File: src/hw/rtl/pda_pkg.sv
// Package for the point direction angle unit: widths, turn constants,
// the CORDIC arctangent table and the types shared between the modules.
// Depends on nothing; every other file refers to it by scoped names.
package pda_pkg;

    // Field and datapath widths.
    localparam int COORD_WIDTH = 16;
    localparam int ANGLE_WIDTH = 16;
    localparam int ITERATIONS  = 16;
    localparam int DIFF_WIDTH  = COORD_WIDTH + 1;
    localparam int XY_WIDTH    = 64;
    localparam int PRESHIFT    = 60 - COORD_WIDTH;
    localparam int TURN_BITS   = 32;
    localparam int STEP_IDX_W  = 5;

    // Fractions of a full turn in units of 2^-32 of a turn.
    localparam logic [TURN_BITS-1:0] QUARTER_TURN = 32'h4000_0000;
    localparam logic [TURN_BITS-1:0] HALF_TURN    = 32'h8000_0000;

    // Rounding of the turn accumulator down to the output angle width.
    localparam int ROUND_SHIFT = TURN_BITS - ANGLE_WIDTH;
    localparam logic [TURN_BITS:0] ROUND_BIAS = (33'd1 << ROUND_SHIFT) >> 1;

    // Queue between the front and the back.
    localparam int QUEUE_DEPTH = 2;
    localparam int QPTR_WIDTH  = $clog2(QUEUE_DEPTH);
    localparam int QCNT_WIDTH  = $clog2(QUEUE_DEPTH + 1);

    // Cycles from the accepting edge to the edge that takes the result: front
    // register, queue, entry scaling register, one register per iteration,
    // unfolding register and output register.
    localparam int LATENCY = ITERATIONS + 5;

    // Octant folding decisions that the back needs to unfold the angle.
    typedef struct packed {
        logic swapped;
        logic neg_x;
        logic neg_y;
        logic coincident;
    } t_flags;

    // One classified point pair as it travels through the queue.
    typedef struct packed {
        logic [DIFF_WIDTH-1:0] mag_major;
        logic [DIFF_WIDTH-1:0] mag_minor;
        t_flags                flags;
    } t_item;

    // Queue fill status as seen by the front and the back.
    typedef struct packed {
        logic full;
        logic empty;
    } t_queue_status;

    // Rounded atan(2^-idx) as a fraction of a full turn, 2^32 per turn.
    function automatic logic [TURN_BITS-1:0] atan_step(input logic [STEP_IDX_W-1:0] idx);
        logic [TURN_BITS-1:0] val;
        unique case (idx)
            5'd0:    val = 32'h20000000;
            5'd1:    val = 32'h12E4051E;
            5'd2:    val = 32'h09FB385B;
            5'd3:    val = 32'h051111D4;
            5'd4:    val = 32'h028B0D43;
            5'd5:    val = 32'h0145D7E1;
            5'd6:    val = 32'h00A2F61E;
            5'd7:    val = 32'h00517C55;
            5'd8:    val = 32'h0028BE53;
            5'd9:    val = 32'h00145F2F;
            5'd10:   val = 32'h000A2F98;
            5'd11:   val = 32'h000517CC;
            5'd12:   val = 32'h00028BE6;
            5'd13:   val = 32'h000145F3;
            5'd14:   val = 32'h0000A2FA;
            5'd15:   val = 32'h0000517D;
            5'd16:   val = 32'h000028BE;
            5'd17:   val = 32'h0000145F;
            5'd18:   val = 32'h00000A30;
            5'd19:   val = 32'h00000518;
            5'd20:   val = 32'h0000028C;
            5'd21:   val = 32'h00000146;
            5'd22:   val = 32'h000000A3;
            5'd23:   val = 32'h00000051;
            5'd24:   val = 32'h00000029;
            5'd25:   val = 32'h00000014;
            5'd26:   val = 32'h0000000A;
            5'd27:   val = 32'h00000005;
            5'd28:   val = 32'h00000003;
            5'd29:   val = 32'h00000001;
            5'd30:   val = 32'h00000001;
            default: val = 32'h00000000;
        endcase
        return val;
    endfunction

endpackage

File: src/hw/rtl/pda_front.sv
// Front of the point direction angle unit: accepts a point pair, forms the
// difference vector and folds it into the first octant. Uses pda_pkg.
module pda_front (
    input  logic                                 i_clk,
    input  logic                                 i_rst_n,
    input  logic                                 i_start,
    input  logic signed [pda_pkg::COORD_WIDTH-1:0] i_ref_x,
    input  logic signed [pda_pkg::COORD_WIDTH-1:0] i_ref_y,
    input  logic signed [pda_pkg::COORD_WIDTH-1:0] i_target_x,
    input  logic signed [pda_pkg::COORD_WIDTH-1:0] i_target_y,
    input  pda_pkg::t_queue_status               i_q_status,
    output logic                                 o_busy,
    output logic                                 o_push,
    output pda_pkg::t_item                       o_item
);

    logic                                      r_valid;
    logic                                      n_valid;
    pda_pkg::t_item                            r_item;
    pda_pkg::t_item                            n_item;
    logic                                      accept;
    logic signed [pda_pkg::DIFF_WIDTH-1:0]     dx;
    logic signed [pda_pkg::DIFF_WIDTH-1:0]     dy;
    logic [pda_pkg::DIFF_WIDTH-1:0]            abs_x;
    logic [pda_pkg::DIFF_WIDTH-1:0]            abs_y;

    // The held item leaves for the queue whenever the queue has room.
    assign o_push = r_valid && !i_q_status.full;
    assign o_busy = r_valid && i_q_status.full;
    assign accept = i_start && !o_busy;
    assign o_item = r_item;

    // Difference vector, magnitudes and octant folding.
    always_comb begin
        dx = pda_pkg::DIFF_WIDTH'(i_target_x) - pda_pkg::DIFF_WIDTH'(i_ref_x);
        dy = pda_pkg::DIFF_WIDTH'(i_target_y) - pda_pkg::DIFF_WIDTH'(i_ref_y);
        abs_x = dx[pda_pkg::DIFF_WIDTH-1] ? -dx : dx;
        abs_y = dy[pda_pkg::DIFF_WIDTH-1] ? -dy : dy;
        n_item.flags.swapped    = abs_y > abs_x;
        n_item.flags.neg_x      = dx[pda_pkg::DIFF_WIDTH-1];
        n_item.flags.neg_y      = dy[pda_pkg::DIFF_WIDTH-1];
        n_item.flags.coincident = (dx == '0) && (dy == '0);
        n_item.mag_major = n_item.flags.swapped ? abs_y : abs_x;
        n_item.mag_minor = n_item.flags.swapped ? abs_x : abs_y;
    end

    // Holding register occupancy.
    always_comb begin
        n_valid = accept || (r_valid && !o_push);
    end

    always_ff @(posedge i_clk) begin
        if (!i_rst_n) begin
            r_valid <= 1'b0;
        end else begin
            r_valid <= n_valid;
        end
    end

    // Payload of the held transaction.
    always_ff @(posedge i_clk) begin
        if (accept) begin
            r_item <= n_item;
        end
    end

endmodule

File: config.mk
export PLATFORM = sky130hd
export DESIGN_NAME = pda_front
export DESIGN_NICKNAME = d
export VERILOG_FILES = /design/src/hw/rtl/pda_pkg.sv /design/src/hw/rtl/pda_front.sv
export SDC_FILE = /design/constraint.sdc
export NUM_CORES = 1
export LEC_CHECK = 0
export BUFFER_PORTS_ARGS = -buffer_cell sky130_fd_sc_hd__buf_2
export CAP_MARGIN = 20
export CORE_MARGIN = 3
export CORE_UTILIZATION = 50
export CTS_CLUSTER_DIAMETER = 80
export CTS_CLUSTER_SIZE = 10
export DETAILED_ROUTE_END_ITERATION = 6
export GPL_TIMING_DRIVEN = 0
export PLACE_DENSITY = 0.78
export SYNTH_ARGS = -nofsm -noshare
export SYNTH_HDL_FRONTEND = slang
export SYNTH_SLANG_ARGS = --single-unit
File: constraint.sdc
create_clock -name i_clk -period 5.2 [get_ports i_clk]
set_input_delay 0.52 -clock i_clk [delete_from_list [all_inputs] [get_ports i_clk]]
set_output_delay 0.52 -clock i_clk [all_outputs]
set_load 0.03 [all_outputs]
---- Yosys cells after proc, flatten, opt, wreduce, memory -nomap -nowiden ----
Cells that the tools add are included.
word-level totals
  register bits after elaboration ......... 39
  output and inout bits ................... 40
operators by class
  add/sub/neg operators ................... 4
  magnitude comparators ................... 1
  muxes and demuxes ....................... 4
  reductions and logical operators ........ 11
operators with widths
  kind                                            number
  17-bit two-way mux                              4
  17-bit zero test                                2
  17-bit negation                                 2
  16-bit by 16-bit subtractor with 17-bit output  2
  17-bit greater-than comparator                  1
  1-bit logical AND                               5
  1-bit zero test                                 3
  1-bit logical OR                                1

---- Longest topological paths before layout ----
  depth after elaboration ................. 5
  depth in mapped cells ................... 24
  gate-level depth less buffers ........... 23

---- Worst setup path after synthesis ----
No wires, ideal clock.
  kind .................................... in2reg
  start ................................... in i_target_y[0] (netlist name)
  end ..................................... reg r_item, in the netlist o_item[10], data pin
  data arrival time ....................... 5235 ps
  required time ........................... 4922 ps
  path slack .............................. -313 ps
  cell stages on the path ................. 24
  buffers on the path ..................... 2
  cell sequence ........................... inv_1 > ha_1 > fa_1 > nor2b_1 > o311a_1 > o21ai_0 > nand3b_1 > nand4_1 > a32oi_1 > inv_1 > buf_1 > o41ai_1 > xor2_1 > inv_1 > ha_1 > a21o_1 > a21o_1 > a21oi_1 > o21ai_0 > a221o_1 > a221oi_1 > a41oi_1 > clkbuf_1 > mux2i_1
RTL lines
  what                    RTL line         text
  start: declaration      pda_front.sv:10  input logic signed [pda_pkg::COORD_WIDTH-1:0] i_target_y,
  end signal: assignment  pda_front.sv:63  r_item <= n_item;
  end: declaration        pda_front.sv:19  pda_pkg::t_item r_item;

==> reports/results.ini <==
[placement]
gp_congestion=0.886
dp_cells=735
port_buffers=107
hpwl_microns=8800
pre_cts_slack_ps=-944

[yosys]
synth-main-ff-cell=edfxtp_1
ys_seq_elements=39
ys_top_cells_by_area=edfxtp_1, ha_1, mux2i_1
ys_async_sr_fraction_pct=0
synth_cells=520
synthesis.nets=642
synth_edf_count=38
syn_area_sq_mm=0.00460
ys_top_cells_by_count=inv_1, ha_1, edfxtp_1
synth_top_area_share_pct=24.8
ys_seq_area_share_pct=25.2
yosysMostFrequentCell=inv_1
syn_avg_cell_area_sq_um=8.85
synth_warnings=0
yosysTopAreaCell=edfxtp_1
synth_cell_type_count=66

[floorplanning]
fp.dieW_microns=102
start_util_pct=52.0
row_count=34
die_h_microns=102
die_area_sq_mm=0.0104
coreArea_sq_mm=0.00885
pin_count=109

[critical_path]
critPathArrivalTime_ps=5130
path_class=input pin to register
crit_fanout=10
worst_setup_path_end_kind=register
crit_required_ps=5230
start_kind=input pin

[global_route]
grt_pass1_wl_microns=17500
grt_max_degree=39
top_usage_layer=met2
grt_pass1_vias=3896
grt_usage_pct=20.2
met1_usage_pct=28.1
grt_overflow=0
antenna_found_initial=0
met3_usage_pct=2.12
use_met2_pct=33.6

[finish]
seq_area_sq_mm=0.00116
final_cells=762
fin_nets=775
drive_above_1_share_pct=28.4
syn2layout_area_growth_pct=25.5
multi_input_area_sq_mm=0.00331
fillCellCount=721
antenna-diode-count=0

[routing]
vias=4412
drtAntennaViolNets=0
vias_per_cell=5.79
drt_iter0_markers=256
drtPass1Iterations=5
drc=0
wl_per_cell_microns=15.3
wl_microns=11600

[timing]
drv_slew=0
fin_tns_setup_ps=0
period_needed_ps=5100
skew_ps=2.29
final_hold_viol_count=0
setup_slack_ps=98.9
worstMarginPinSlew_ps=992
finalCritPeriodShare_pct=98.1
finalSetupViolations=0
slew_headroom_pct=33.8
fmax_mhz=196

[pwr]
powerDensity_mw_per_mm2=434
ir_drop_mv=0.250
power.leakage_nw=2.74

[status]
run_status=finished clean

[clocking]
cts_buffer_depth=2
cts_num_sinks=39
htree_levels=2
insertion_delay_ps=290
cts-root-buf=clkbuf_8
numCtsBuffers=5
clk_pin_slew_ps=70
cts_tree=yes

[job]
maxCapViolations=0

[min_path]
worstHoldPathType=input pin to register

## registers in the layout, summed over array words and instances, names as in the netlist
| signal | cells |
|---|---|
| r_valid | 1 |
| o_item | 38 |
## path summary, 6_finish.rpt
kind	cells after the start	start	to	slack, ps
setup / recovery	25	i_target_x[0]	o_item[14]$_DFFE_PP_	100
hold / removal	2	i_rst_n	r_valid$_SDFF_PN0_	430
setup reg to reg	2	r_valid$_SDFF_PN0_	o_item[2]$_DFFE_PP_	3550
hold reg to reg	2	r_valid$_SDFF_PN0_	r_valid$_SDFF_PN0_	670
## layout by cell type (no fill, tap or decap), drive strengths merged, types with 4 or more instances in the layout
cell type  instances
clkbuf            13
nand3b             4
inv               58
edfxtp            38
nor3              11
xnor2             30
and4               4
or4                6
a21o              16
mux2i             32
nor2              27
nor2b              9
o31ai              6
nand2             24
a221oi             4
o21a              13
nand3              5
or2                7
a21oi             25
nand2b             4
buf              137
nand4              8
a31oi              8
o21ai             29
xor2              23
ha                51
a211oi             5
o2111ai            5
or3                6
o211ai             4
and3               4
## area by class of cell
| cell class | instances | share of cell area [%] |
|---|---|---|
| inverters | 58 | 3.77 |
| clock inverters | 3 | 0.672 |
| flip-flops and latches | 39 | 20.1 |
| multi-input cells | 404 | 57.4 |
| well taps | 108 | 2.34 |
| plain buffers | 18 | 2.21 |
| repair buffers | 127 | 12.3 |
| clock buffers | 5 | 1.19 |
## routing by layer
layer	up-vias	part of all wire, %
met3	22	7.0
met1	2020	44
met5	-	0
met4	0	1.9
met2	199	47
li1	2171	-
## where the power goes
group,internal (mW),switching (mW),total (mW)
Sequential,0.515,0.0201,0.535
Clock,0.140,0.101,0.242
Combinational,0.727,1.00,1.73
Total,1.38,1.12,2.51
## cells by family (layout without fill, tap and decap cells)
logic type	Yosys count	count (layout)	synth area share, %
AO/OA/AOI/OAI	136	137	20.4
AND/OR/NAND/NOR	129	129	15.6
buffers and inverters	78	211	6.99
adder cells (fa/ha/maj)	53	53	14.7
XOR/XNOR	53	53	10.1
flip-flops	39	39	25.2
multiplexers	32	32	6.96
## metrics by stage
step / hold slack (ps) / total power [mW] / cell area (sq um) / util [%]
6_report: 431 / 2.51 / 5770 / 65.2
5_1_grt: 439 / 2.64 / 5770 / 65.2
4_1_cts: 427 / 2.32 / 5580 / 63.0
3_5_place_dp: 655 / 1.93 / 5300 / 59.9
3_3_place_gp: 576 / 1.88 / 5290 / 59.8
2_1_floorplan: 638 / 1.61 / 4620 / -
## critical path: stages
cell      delay [ps]
buf_2             90
inv_1             40
ha_1             180
fa_2             260
nand2b_4         150
a21oi_2           70
o21ai_1          200
nand2_1           90
a221o_1          350
a31o_2           330
inv_1            140
buf_6            160
o21ai_0          110
xnor2_1          260
ha_1             310
nand4_1          140
nor2_1            80
a211oi_2         270
o21ai_0          150
a221o_1          370
a221oi_4         310
buf_6            160
a41oi_4           50
buf_6            190
mux2i_1          120
## what timing repair did
action,4_1_cts,5_1_grt
buffers inserted,10,7
hold endpoints to repair,0,0
pin swaps,4,7
resized for setup,16,34
setup endpoints to repair,35,35
hold buffers,0,0
gates cloned,3,1
Power figures use the tool's default switching activity.
