===== config.mk =====
export PLATFORM = sky130hd
export DESIGN_NAME = pda_queue
export DESIGN_NICKNAME = d
export VERILOG_FILES = /design/src/hw/rtl/pda_pkg.sv /design/src/hw/rtl/pda_queue.sv
export SDC_FILE = /design/constraint.sdc
export NUM_CORES = 1
export LEC_CHECK = 0
export BUFFER_PORTS_ARGS = -buffer_cell sky130_fd_sc_hd__buf_2
export CORE_MARGIN = 5
export CORE_UTILIZATION = 55
export DETAILED_ROUTE_END_ITERATION = 8
export GPL_TIMING_DRIVEN = 0
export PLACE_DENSITY = 0.83
export SYNTH_ARGS = -nofsm -noshare
export SYNTH_HDL_FRONTEND = slang
export SYNTH_SLANG_ARGS = --single-unit

===== constraint.sdc =====
create_clock -name i_clk -period 4.94 [get_ports i_clk]
set_input_delay 0.494 -clock i_clk [delete_from_list [all_inputs] [get_ports i_clk]]
set_output_delay 0.494 -clock i_clk [all_outputs]
set_load 0.02 [all_outputs]

===== src/hw/rtl/pda_pkg.sv =====
// Package for the point direction angle unit: widths, turn constants,
// the CORDIC arctangent table and the types shared between the modules.
// Depends on nothing; every other file refers to it by scoped names.
package pda_pkg;

    // Field and datapath widths.
    localparam int COORD_WIDTH = 16;
    localparam int ANGLE_WIDTH = 16;
    localparam int ITERATIONS  = 16;
    localparam int DIFF_WIDTH  = COORD_WIDTH + 1;
    localparam int XY_WIDTH    = 64;
    localparam int PRESHIFT    = 60 - COORD_WIDTH;
    localparam int TURN_BITS   = 32;
    localparam int STEP_IDX_W  = 5;

    // Fractions of a full turn in units of 2^-32 of a turn.
    localparam logic [TURN_BITS-1:0] QUARTER_TURN = 32'h4000_0000;
    localparam logic [TURN_BITS-1:0] HALF_TURN    = 32'h8000_0000;

    // Rounding of the turn accumulator down to the output angle width.
    localparam int ROUND_SHIFT = TURN_BITS - ANGLE_WIDTH;
    localparam logic [TURN_BITS:0] ROUND_BIAS = (33'd1 << ROUND_SHIFT) >> 1;

    // Queue between the front and the back.
    localparam int QUEUE_DEPTH = 2;
    localparam int QPTR_WIDTH  = $clog2(QUEUE_DEPTH);
    localparam int QCNT_WIDTH  = $clog2(QUEUE_DEPTH + 1);

    // Cycles from the accepting edge to the edge that takes the result: front
    // register, queue, entry scaling register, one register per iteration,
    // unfolding register and output register.
    localparam int LATENCY = ITERATIONS + 5;

    // Octant folding decisions that the back needs to unfold the angle.
    typedef struct packed {
        logic swapped;
        logic neg_x;
        logic neg_y;
        logic coincident;
    } t_flags;

    // One classified point pair as it travels through the queue.
    typedef struct packed {
        logic [DIFF_WIDTH-1:0] mag_major;
        logic [DIFF_WIDTH-1:0] mag_minor;
        t_flags                flags;
    } t_item;

    // Queue fill status as seen by the front and the back.
    typedef struct packed {
        logic full;
        logic empty;
    } t_queue_status;

    // Rounded atan(2^-idx) as a fraction of a full turn, 2^32 per turn.
    function automatic logic [TURN_BITS-1:0] atan_step(input logic [STEP_IDX_W-1:0] idx);
        logic [TURN_BITS-1:0] val;
        unique case (idx)
            5'd0:    val = 32'h20000000;
            5'd1:    val = 32'h12E4051E;
            5'd2:    val = 32'h09FB385B;
            5'd3:    val = 32'h051111D4;
            5'd4:    val = 32'h028B0D43;
            5'd5:    val = 32'h0145D7E1;
            5'd6:    val = 32'h00A2F61E;
            5'd7:    val = 32'h00517C55;
            5'd8:    val = 32'h0028BE53;
            5'd9:    val = 32'h00145F2F;
            5'd10:   val = 32'h000A2F98;
            5'd11:   val = 32'h000517CC;
            5'd12:   val = 32'h00028BE6;
            5'd13:   val = 32'h000145F3;
            5'd14:   val = 32'h0000A2FA;
            5'd15:   val = 32'h0000517D;
            5'd16:   val = 32'h000028BE;
            5'd17:   val = 32'h0000145F;
            5'd18:   val = 32'h00000A30;
            5'd19:   val = 32'h00000518;
            5'd20:   val = 32'h0000028C;
            5'd21:   val = 32'h00000146;
            5'd22:   val = 32'h000000A3;
            5'd23:   val = 32'h00000051;
            5'd24:   val = 32'h00000029;
            5'd25:   val = 32'h00000014;
            5'd26:   val = 32'h0000000A;
            5'd27:   val = 32'h00000005;
            5'd28:   val = 32'h00000003;
            5'd29:   val = 32'h00000001;
            5'd30:   val = 32'h00000001;
            default: val = 32'h00000000;
        endcase
        return val;
    endfunction

endpackage


===== src/hw/rtl/pda_queue.sv =====
// Short queue that decouples the front from the CORDIC back.
// Uses pda_pkg for the item type and the queue depth.
module pda_queue (
    input  logic                   i_clk,
    input  logic                   i_rst_n,
    input  logic                   i_push,
    input  pda_pkg::t_item         i_item,
    input  logic                   i_pop,
    output pda_pkg::t_queue_status o_status,
    output pda_pkg::t_item         o_item
);

    pda_pkg::t_item                    r_mem [pda_pkg::QUEUE_DEPTH];
    logic [pda_pkg::QPTR_WIDTH-1:0]    r_wr_ptr;
    logic [pda_pkg::QPTR_WIDTH-1:0]    r_rd_ptr;
    logic [pda_pkg::QCNT_WIDTH-1:0]    r_count;
    logic [pda_pkg::QPTR_WIDTH-1:0]    n_wr_ptr;
    logic [pda_pkg::QPTR_WIDTH-1:0]    n_rd_ptr;
    logic [pda_pkg::QCNT_WIDTH-1:0]    n_count;

    assign o_status.full  = r_count == pda_pkg::QCNT_WIDTH'(pda_pkg::QUEUE_DEPTH);
    assign o_status.empty = r_count == '0;
    assign o_item         = r_mem[r_rd_ptr];

    // Pointer and fill count update.
    always_comb begin
        n_wr_ptr = r_wr_ptr;
        n_rd_ptr = r_rd_ptr;
        n_count  = r_count;
        if (i_push) begin
            n_wr_ptr = (r_wr_ptr == pda_pkg::QPTR_WIDTH'(pda_pkg::QUEUE_DEPTH - 1))
                       ? '0 : r_wr_ptr + 1'b1;
        end
        if (i_pop) begin
            n_rd_ptr = (r_rd_ptr == pda_pkg::QPTR_WIDTH'(pda_pkg::QUEUE_DEPTH - 1))
                       ? '0 : r_rd_ptr + 1'b1;
        end
        case ({i_push, i_pop})
            2'b10:   n_count = r_count + 1'b1;
            2'b01:   n_count = r_count - 1'b1;
            default: n_count = r_count;
        endcase
    end

    always_ff @(posedge i_clk) begin
        if (!i_rst_n) begin
            r_wr_ptr <= '0;
            r_rd_ptr <= '0;
            r_count  <= '0;
        end else begin
            r_wr_ptr <= n_wr_ptr;
            r_rd_ptr <= n_rd_ptr;
            r_count  <= n_count;
        end
    end

    // Entry storage.
    always_ff @(posedge i_clk) begin
        if (i_push) begin
            r_mem[r_wr_ptr] <= i_item;
        end
    end

endmodule


# After elaboration in Yosys (flattened, before gate mapping)
# Memories as Yosys holds them, arrays and structs flattened. A register that Yosys moved wholly into a read port is not among the register bits.
# Index checks and enable logic that the tools add are counted.
[op_classes]
eq_ne = 3
mux = 7
reduce_logical = 2
addsub = 4
[ops]
columns = ["cell", "n"]
rows = [
  ["two-way mux 1 bit", 6],
  ["equality test 2 bit, second input constant", 2],
  ["one-hot mux 2 bit (2 select lines)", 1],
  ["adder 1 bit, second input constant", 2],
  ["adder 2 x 1 -> 2 bit, second input constant", 1],
  ["equality test 2 x 1 -> 1 bit, second input constant", 1],
  ["zero test 2 bit", 1],
  ["nonzero test 2 bit", 1],
  ["subtractor 2 x 1 -> 2 bit, second input constant", 1],
]
[word_totals]
inputBits = 42
memories = 1
word_cells = 20
register_bits = 4
mem_bits_rw = 76
[mem_list]
columns = ["memory", "words", "width", "read_ports", "rd_clocked_by_memory_dff", "wr", "line", "rtl"]
rows = [
  ["r_mem", 2, 38, 1, 1, 1, "pda_queue.sv:13", "pda_pkg::t_item r_mem [pda_pkg::QUEUE_DEPTH];"],
]

# Depth between registers and ports, before layout
# Gate-level depths: netlist of the first run.
[depth]
ltp_word = 4
depth_mapped = 5
depth_no_buf = 5

# Worst setup path before layout of the first run
# No wires, ideal clock.
[synth_path]
path_kind = "in2reg"
from = "input port i_push"
to = "memory r_mem[0][0] (netlist name) (enable)"
t_arrival_ps = 2180
path_slack_ps = 2324
path_stages = 2
n_path_buf = 0
path_cell_list = "inv_1 -> nor2_1"
[synth_between]
elab_chain_len = 2
[synth_lines]
columns = ["item", "line", "rtl"]
rows = [
  ["start: declaration", "pda_queue.sv:6", "input logic i_push,"],
  ["two-way mux 1 bit", "pda_queue.sv:59", "if (i_push) begin"],
  ["two-way mux 1 bit (not written as such)", "pda_queue.sv:60", "r_mem[r_wr_ptr] <= i_item;"],
  ["end: declaration", "pda_queue.sv:13", ""],
]
# No other way between the ends.

==> flow_metrics.tcl, run 1 <==
set metrics [dict create \
    clock_latency_ns 0.33 \
    h-tree-depth 3 \
    clockRootBuffer "clkbuf_8" \
    stdcell_count 308 \
    wl_per_cell_um 16.8 \
    p_sw_uw 330 \
    crit_path_end_kind "output pin" \
    power.share.clock 0.333 \
    p_seq_frac 0.540 \
    initial_core_util 0.571 \
    required_ns 4.45 \
    relSlewSlack 0.376 \
    vias_per_cell 4.93 \
    drv_slew 0 \
    fmax_ghz 0.466 \
    cpLargestDelayFamily "buffers and inverters" \
    die_area_um2 6930 \
    fin_skew_ns 0.00907 \
    peakVddDrop_v 0.000328 \
    syn-instance-count 140 \
    clockBufferDepth 2 \
    num_vias 1519 \
    postCtsSetupRepairBufs 0 \
    clk_pin_slew_worst_paths_ns 0.08 \
    wirelength_um 5190 \
    fillers 343 \
    worst_pin_slew_ns 0.936 \
    fin_tns_setup_ns 0 \
    rrSetupSlack_ns 3.35 \
    hold_path_class "in2reg" \
    dp.cells 292 \
    p_int_mw 1.15 \
    min_period_ns 2.15 \
    finalHoldViolCount 0 \
    slowest_stage "mux2_2" \
    criticalPathCategory "reg2out" \
    path_cells "buf_2, buf_4, mux2_2, buf_2" \
    crit_fanout 10 \
    syn-mean-instance-area_um2 21.1 \
    cpPeakStageDelay_ns 0.36 \
    r2r-end "r_mem[1][18]" \
    sw_frac_of_total 0.222 \
    power_density_nw_per_um2 403 \
    timing.hold.ws_ns 0.346 \
    crit_top_cell "buf_2" \
    setup_viol 0 \
    syn2layout_area_growth_pct 24.5 \
    grt_overflow 0 \
    ys.warnings.count 0 \
    p_leak_nw 1.40 \
    cp.depth 4 \
    grt_pass1_wl_um 8110 \
    die_h_um 83.3 \
    ys_ff_latch 81 \
    outcome "complete, no violations" \
    io_pins 82 \
    cts_tree "done" \
    drive_gt1_frac 0.580 \
    layout_worst_path_cycle_share 0.435 \
    n_antenna_cell 0 \
    final_nets 276 \
    cts_repair_resize_count 0 \
    place_congestion 0.685 \
    die_w_um 83.3 \
    postCtsHoldBufs 0 \
    ys_seq_area_frac 0.807 \
    p_comb_frac 0.126 \
    critPathLaunchType "register" \
    synthesis.nets 183 \
    drtAntennaViolNets 0 \
    grt_usage 0.155 \
    dp_hpwl_um 3520 \
    grt_start_max_net_pins 39 \
    crit_end "o_item[15]" \
    rr_startpoint "r_wr_ptr" \
    coreArea_um2 5170 \
    rows 26 \
    ff2ff_path_depth 1 \
    io_buffers 81 \
    grt_pass1_vias 1699 \
    numCtsBuffers 9 \
    antenna_found_initial 0 \
    first_iter_violations 74 \
    dr.pass1.iters 4 \
    worstPathArrival_ns 1.65 \
    clkSinkCount 81 \
    total_power_mw 1.48 \
    netlist_area_um2 2950 \
    hold_depth 1 \
    maxCapViolCount 0 \
    synth_cell_types 17 \
    crit_buf_inv 3 \
    drc 0 \
    rsz0062_at_grt "no" \
]
power groups by stage:
stage	Sequential, mW	Combinational [mW]	Clock [mW]
6_report	0.801	0.187	0.494
5_1_grt	0.805	0.200	0.537
4_1_cts	0.802	0.191	0.503
3_5_place_dp	0.817	0.190	0
3_3_place_gp	0.816	0.182	0
2_1_floorplan	0.814	0.120	0
state kept, by name, indices dropped and copies added, names as in the netlist, named ones only:
name	count
r_count	2
r_mem	76
r_rd_ptr	1
r_wr_ptr	1
layer usage:
layer / track usage / share of wire / up-vias
met5: 0 / 0 / -
met4: 0.0817 / 0.016 / 0
met3: 0.0396 / 0.047 / 8
met2: 0.276 / 0.56 / 42
met1: 0.169 / 0.37 / 739
li1: - / - / 730
cell families (layout without fill, tap and decap cells):
kind of cell | after synthesis | count (layout) | share of synthesized area
simple gates | 9 | 9 | 0.0182
fa+ha+maj | 1 | 1 | 0.00424
mux | 38 | 38 | 0.145
buf+inv | 5 | 103 | 0.00975
compound gates | 3 | 3 | 0.00678
xor+xnor | 3 | 3 | 0.00890
flops | 81 | 81 | 0.807
Yosys cell counts (all sizes together):
master	number	share of area
and2b	1	0.0030
dfxtp	5	0.034
xnor2	2	0.0059
a21boi	1	0.0025
mux2	38	0.14
nor2	2	0.0025
ha	1	0.0042
buf	4	0.0085
o21a	1	0.0025
xor2	1	0.0030
inv	1	0.0013
or3	1	0.0021
edfxtp	76	0.77
nor2b	1	0.0021
and2	4	0.0085
o21ai	1	0.0017
how the worst min path moves through the flow:
stage	start	endpoint
after detailed placement	r_count[1]	r_count[1]
after global routing	i_item[30]	r_mem[1][30]
after CTS	i_item[19]	r_mem[0][19]
after global placement	r_count[1]	r_count[1]
final	i_item[30]	r_mem[1][30]
after floorplan	r_count[1]	r_count[1]
cells in the final DEF (no fill, tap or decap), drive strengths merged:
cell type,synthesis,final
nor2,2,2
xnor2,2,2
o21a,1,1
o21ai,1,1
clkbuf,0,12
ha,1,1
nor2b,1,1
bufinv,0,2
edfxtp,76,76
and2b,1,1
or3,1,1
and2,4,4
a21boi,1,1
dfxtp,5,5
inv,1,1
xor2,1,1
mux2,38,38
clkinv,0,2
buf,4,86
through the flow:
| stage | util | worst slack, ns | cell area (um^2) |
|---|---|---|---|
| 2_1_floorplan | - | 2.32 | 2950 |
| 3_3_place_gp | 0.666 | 1.34 | 3440 |
| 3_5_place_dp | 0.672 | 3.13 | 3470 |
| 4_1_cts | 0.711 | 2.76 | 3680 |
| 5_1_grt | 0.711 | 2.68 | 3680 |
| 6_report | 0.711 | 2.79 | 3680 |
final cells by class:
class	instances	area, um^2	share of cell area
Clock buffer	12	135	0.0368
Clock inverter	4	67.6	0.0184
Timing Repair Buffer	82	425	0.116
Tap cell	70	87.6	0.0238
Sequential cell	81	2380	0.648
Inverter	1	3.75	0.00102
Buffer	4	25.0	0.00681
Multi-Input combinational cell	54	549	0.149
(Power assumes the default switching activity.)
==> run 2: changes to the inputs <==
- CORE_UTILIZATION: 55 -> 51
- PLACE_DENSITY: 0.83 -> 0.78
- clock period: 4.94 -> 2.25 ns (I/O delays scaled with it)
==> flow_metrics.tcl, run 2 (synthesis gave the netlist of run 1 again) <==
set metrics [dict create \
    largest_reg_flops 76 \
    dp_hpwl_um 3410 \
    vias_per_cell 5.00 \
    postCtsSetupRepairBufs 0 \
    h-tree-depth 3 \
    fin_skew_ns 0.00868 \
    peakVddDrop_v 0.000529 \
    criticalPathCategory "reg2out" \
    p_seq_frac 0.545 \
    stdcell_count 309 \
    fmax_ghz 0.536 \
    finalHoldViolCount 0 \
    multiInputGateArea_um2 549 \
    maxCapViolCount 0 \
    grt_start_max_net_pins 39 \
    clk_pin_slew_worst_paths_ns 0.07 \
    rows 27 \
    dpl_cell_area_um2 3480 \
    n_antenna_cell 0 \
    design_area_um2 3680 \
    p_leak_nw 1.40 \
    p_comb_frac 0.126 \
    grt_pass1_vias 1671 \
    first_iter_violations 50 \
    die_h_um 86.1 \
    postCtsHoldBufs 0 \
    p_sw_uw 703 \
    die_area_um2 7410 \
    drc 0 \
    crit_path_end_kind "output pin" \
    wirelength_um 4930 \
    min_period_ns 1.87 \
    critPathLaunchType "register" \
    clockRootBuffer "clkbuf_8" \
    io_pins 82 \
    place_congestion 0.711 \
    drive_gt1_frac 0.586 \
    syn2layout_area_growth_pct 24.8 \
    setup_viol 0 \
    initial_core_util 0.530 \
    top_register "r_mem" \
    fin_tns_setup_ns 0 \
    wl_per_cell_um 16.0 \
    regArea_um2 2380 \
    fin_ws_ns 0.385 \
    pre_cts_slack_ns 0.657 \
    reg_top3 "r_mem x76, r_count x2" \
    required_ns 2.03 \
    grt_overflow 0 \
    rsz0062_at_grt "no" \
    grt_usage 0.144 \
    coreArea_um2 5570 \
    p_int_mw 2.53 \
    worst_pin_slew_ns 0.939 \
    grt_pass1_wl_um 7800 \
    crit_fanout 10 \
    timing.hold.ws_ns 0.0785 \
    clkSinkCount 81 \
    fillers 405 \
    clockBufferDepth 2 \
    die_w_um 86.1 \
    relSlewSlack 0.374 \
    num_vias 1546 \
    layout_commonest_cell "buf_2" \
    drv_slew 0 \
    dp.cells 294 \
    sw_frac_of_total 0.218 \
    fin_util 0.661 \
    antenna_found_initial 0 \
    power_density_nw_per_um2 877 \
    power.share.clock 0.329 \
    outcome "complete, no violations" \
    dr.pass1.iters 4 \
    worstPathArrival_ns 1.64 \
    drtAntennaViolNets 0 \
    layout_worst_path_cycle_share 0.829 \
    cts_tree "done" \
    clock_latency_ns 0.33 \
    numCtsBuffers 9 \
    io_buffers 81 \
    total_power_mw 3.23 \
    final_cell_mix "83 x buf_2, 76 x edfxtp_1, 38 x mux2_2, 9 x clkbuf_8, 5 x dfxtp_1" \
    final_nets 276 \
    hold_path_class "in2reg" \
    cts_repair_resize_count 0 \
]
[run 2: changes by cell type in the layout (fill, tap and decap cells not counted), sizes merged]
cell	change
clkbuf	-1
[run 2: worst paths after layout]
check             startpoint           end  slack [ns]  cells past startpoint
setup / recovery    register    o_item[21]        0.38                      4
hold / removal    i_item[28]  r_mem[1][28]        0.08                      1
setup reg to reg    r_wr_ptr  r_mem[1][13]        0.67                      1
hold reg to reg   r_count[1]    r_count[1]        0.52                      2
[run 2: area by class of cell]
class	instances	share of cell area
sequential	81	0.647
multi-input combinational	54	0.149
timing repair buffer	82	0.118
clock buffer	11	0.0357
tap	72	0.0245
clock inverter	4	0.0187
buffer	4	0.00679
inverter	1	0.00102
[run 2: power by group through the flow]
stage	Sequential, mW	Combinational (mW)	Clock [mW]
floorplan	1.79	0.264	0
global placement	1.79	0.399	0
detailed placement	1.79	0.416	0
CTS	1.76	0.418	1.10
global route	1.77	0.442	1.16
finish	1.76	0.408	1.06
[run 2: worst max-delay path, stage by stage (launching register included)]
cell     delay (ns)
dfxtp_1        0.32
buf_2          0.24
buf_4          0.24
mux2_2         0.36
buf_2          0.16
[run 2: metal layers]
| metal | part of all wire | vias to the layer above | wire (um) | track usage |
|---|---|---|---|---|
| met3 | 0.059 | 11 | 290 | 0.0346 |
| met5 | 0 | - | 0 | 0 |
| met2 | 0.52 | 54 | 2580 | 0.247 |
| met4 | 0.024 | 0 | 116 | 0.0863 |
| met1 | 0.39 | 752 | 1940 | 0.161 |
| li1 | - | 729 | - | - |
==> run 3: changes to the inputs <==
- CORE_UTILIZATION: 51 -> 46
- PLACE_DENSITY: 0.78 -> 0.74
- clock period: 2.25 -> 1.6 ns (I/O delays scaled with it)
==> flow_metrics.tcl, run 3 (synthesis gave the netlist of run 1 again) <==
set metrics [dict create \
    cpPeakStageDelay_ns 0.34 \
    grt_pass1_wl_um 8770 \
    finalHoldViolCount 0 \
    syn2layout_area_growth_pct 40.6 \
    cpLargestDelayFamily "buffers and inverters" \
    power.share.clock 0.324 \
    dr.pass1.iters 4 \
    grt_overflow 0 \
    slowest_stage "mux2_2" \
    required_ns 1.44 \
    layout_worst_path_cycle_share 0.994 \
    path_cells "buf_6, buf_8, mux2_2, buf_2" \
    min_to "r_mem[1][4]" \
    hold_path_class "in2reg" \
    rrSetupSlack_ns 0.30 \
    layout_commonest_cell "edfxtp_1" \
    initial_core_util 0.467 \
    place_congestion 0.665 \
    critPathLaunchType "register" \
    dp.cells 298 \
    stdcell_count 348 \
    p_leak_nw 1.60 \
    fin_skew_ns 0.00505 \
    outcome "complete, no violations" \
    rsz0062_at_grt "yes" \
    io_buffers 81 \
    largest_reg_flops 76 \
    antenna_found_initial 0 \
    fillers 456 \
    die_h_um 90.1 \
    maxCapViolCount 0 \
    setup_viol 0 \
    dp_hpwl_um 3300 \
    die_area_um2 8120 \
    clockBufferDepth 2 \
    hp-start "i_item[4]" \
    p_sw_mw 1.04 \
    clk_pin_slew_worst_paths_ns 0.07 \
    p_seq_frac 0.524 \
    wirelength_um 5520 \
    worst_pin_slew_ns 0.635 \
    numCtsBuffers 9 \
    clock_latency_ns 0.33 \
    min_period_ns 1.59 \
    r2r-end "r_mem[1][33]" \
    die_w_um 90.1 \
    vias_per_cell 4.80 \
    p_comb_frac 0.152 \
    coreArea_um2 6310 \
    drive_gt1_frac 0.524 \
    power_density_nw_per_um2 1140 \
    crit_fanout 10 \
    drtAntennaViolNets 0 \
    rows 29 \
    relSlewSlack 0.576 \
    n_antenna_cell 0 \
    final_cell_mix "76 x edfxtp_1, 69 x buf_2, 32 x dlygate4sd3_1, 29 x mux2_2, 12 x buf_6" \
    wl_per_cell_um 15.9 \
    worstPathArrival_ns 1.43 \
    sw_frac_of_total 0.221 \
    grt_usage 0.137 \
    final_nets 309 \
    drc 0 \
    io_pins 82 \
    criticalPathCategory "reg2out" \
    h-tree-depth 3 \
    num_vias 1670 \
    first_iter_violations 56 \
    drv_slew 0 \
    ff2ff_path_depth 1 \
    crit_buf_inv 3 \
    cts_tree "done" \
    fmax_ghz 0.629 \
    crit_path_end_kind "output pin" \
    grt_pass1_vias 1788 \
    clockRootBuffer "clkbuf_8" \
    reg_top3 "r_mem x76, r_count x2" \
    clkSinkCount 81 \
    peakVddDrop_v 0.000780 \
    grt_start_max_net_pins 40 \
    hold_depth 1 \
    top_register "r_mem" \
    p_int_mw 3.69 \
    rr_startpoint "r_wr_ptr" \
    fin_util 0.657 \
]
## run 3: repair_timing
action	in CTS	in global routing
resized for setup	11	32
endpoints found under the hold margin	47	15
pin swaps	1	1
hold buffers	24	8
endpoints found under the setup margin	114	70
gates cloned	0	1
buffers inserted	1	0
## run 3: cell type report
| cell class | instances | area, um^2 | area share |
|---|---|---|---|
| buffer | 4 | 48.8 | 0.0118 |
| clock buffer | 13 | 139 | 0.0335 |
| clock inverter | 3 | 65.1 | 0.0157 |
| inverter | 1 | 3.75 | 0.000904 |
| multi-input combinational | 55 | 596 | 0.144 |
| sequential | 81 | 2380 | 0.575 |
| tap | 77 | 96.3 | 0.0232 |
| timing repair buffer | 114 | 817 | 0.197 |
## run 3: stage by stage
step | setup TNS [ns] | power [mW] | hold slack [ns] | cell area [um^2] | worst slack, ns
6_report | 0 | 4.73 | 0.0223 | 4150 | 0.0103
5_1_grt | -0.962 | 4.95 | 0.00112 | 4150 | -0.0630
4_1_cts | -1.24 | 4.70 | 0.000222 | 3960 | -0.0335
3_5_place_dp | -2.13 | 3.10 | 0.351 | 3460 | -0.0575
3_3_place_gp | -2.01 | 3.08 | 0.347 | 3460 | -0.0545
2_1_floorplan | 0 | 2.88 | 0.259 | 2960 | 0.274
## run 3: metal layers
layer	GRT usage	routed length, um
met3	0.0434	312
met5	0	0
met2	0.233	2940
met4	0.0633	68
met1	0.157	2200
## run 3: worst max path at each step
stage / from / end / slack [ns] / cells past startpoint
after floorplan: r_wr_ptr / r_mem[0][0] / 0.27 / 1
after global placement: r_wr_ptr / r_mem[0][1] / -0.05 / 1
after detailed placement: r_wr_ptr / r_mem[0][2] / -0.06 / 1
after CTS: r_wr_ptr / r_mem[0][8] / -0.03 / 1
after global routing: register / o_item[21] / -0.06 / 4
final: register / o_item[21] / 0.01 / 4
## run 3: power by group through the flow
stage	Clock, mW	Combinational (mW)	Sequential, mW
final	1.53	0.719	2.48
after global routing	1.69	0.769	2.49
after CTS	1.57	0.652	2.48
after detailed placement	0	0.575	2.52
after global placement	0	0.567	2.52
after floorplan	0	0.372	2.51
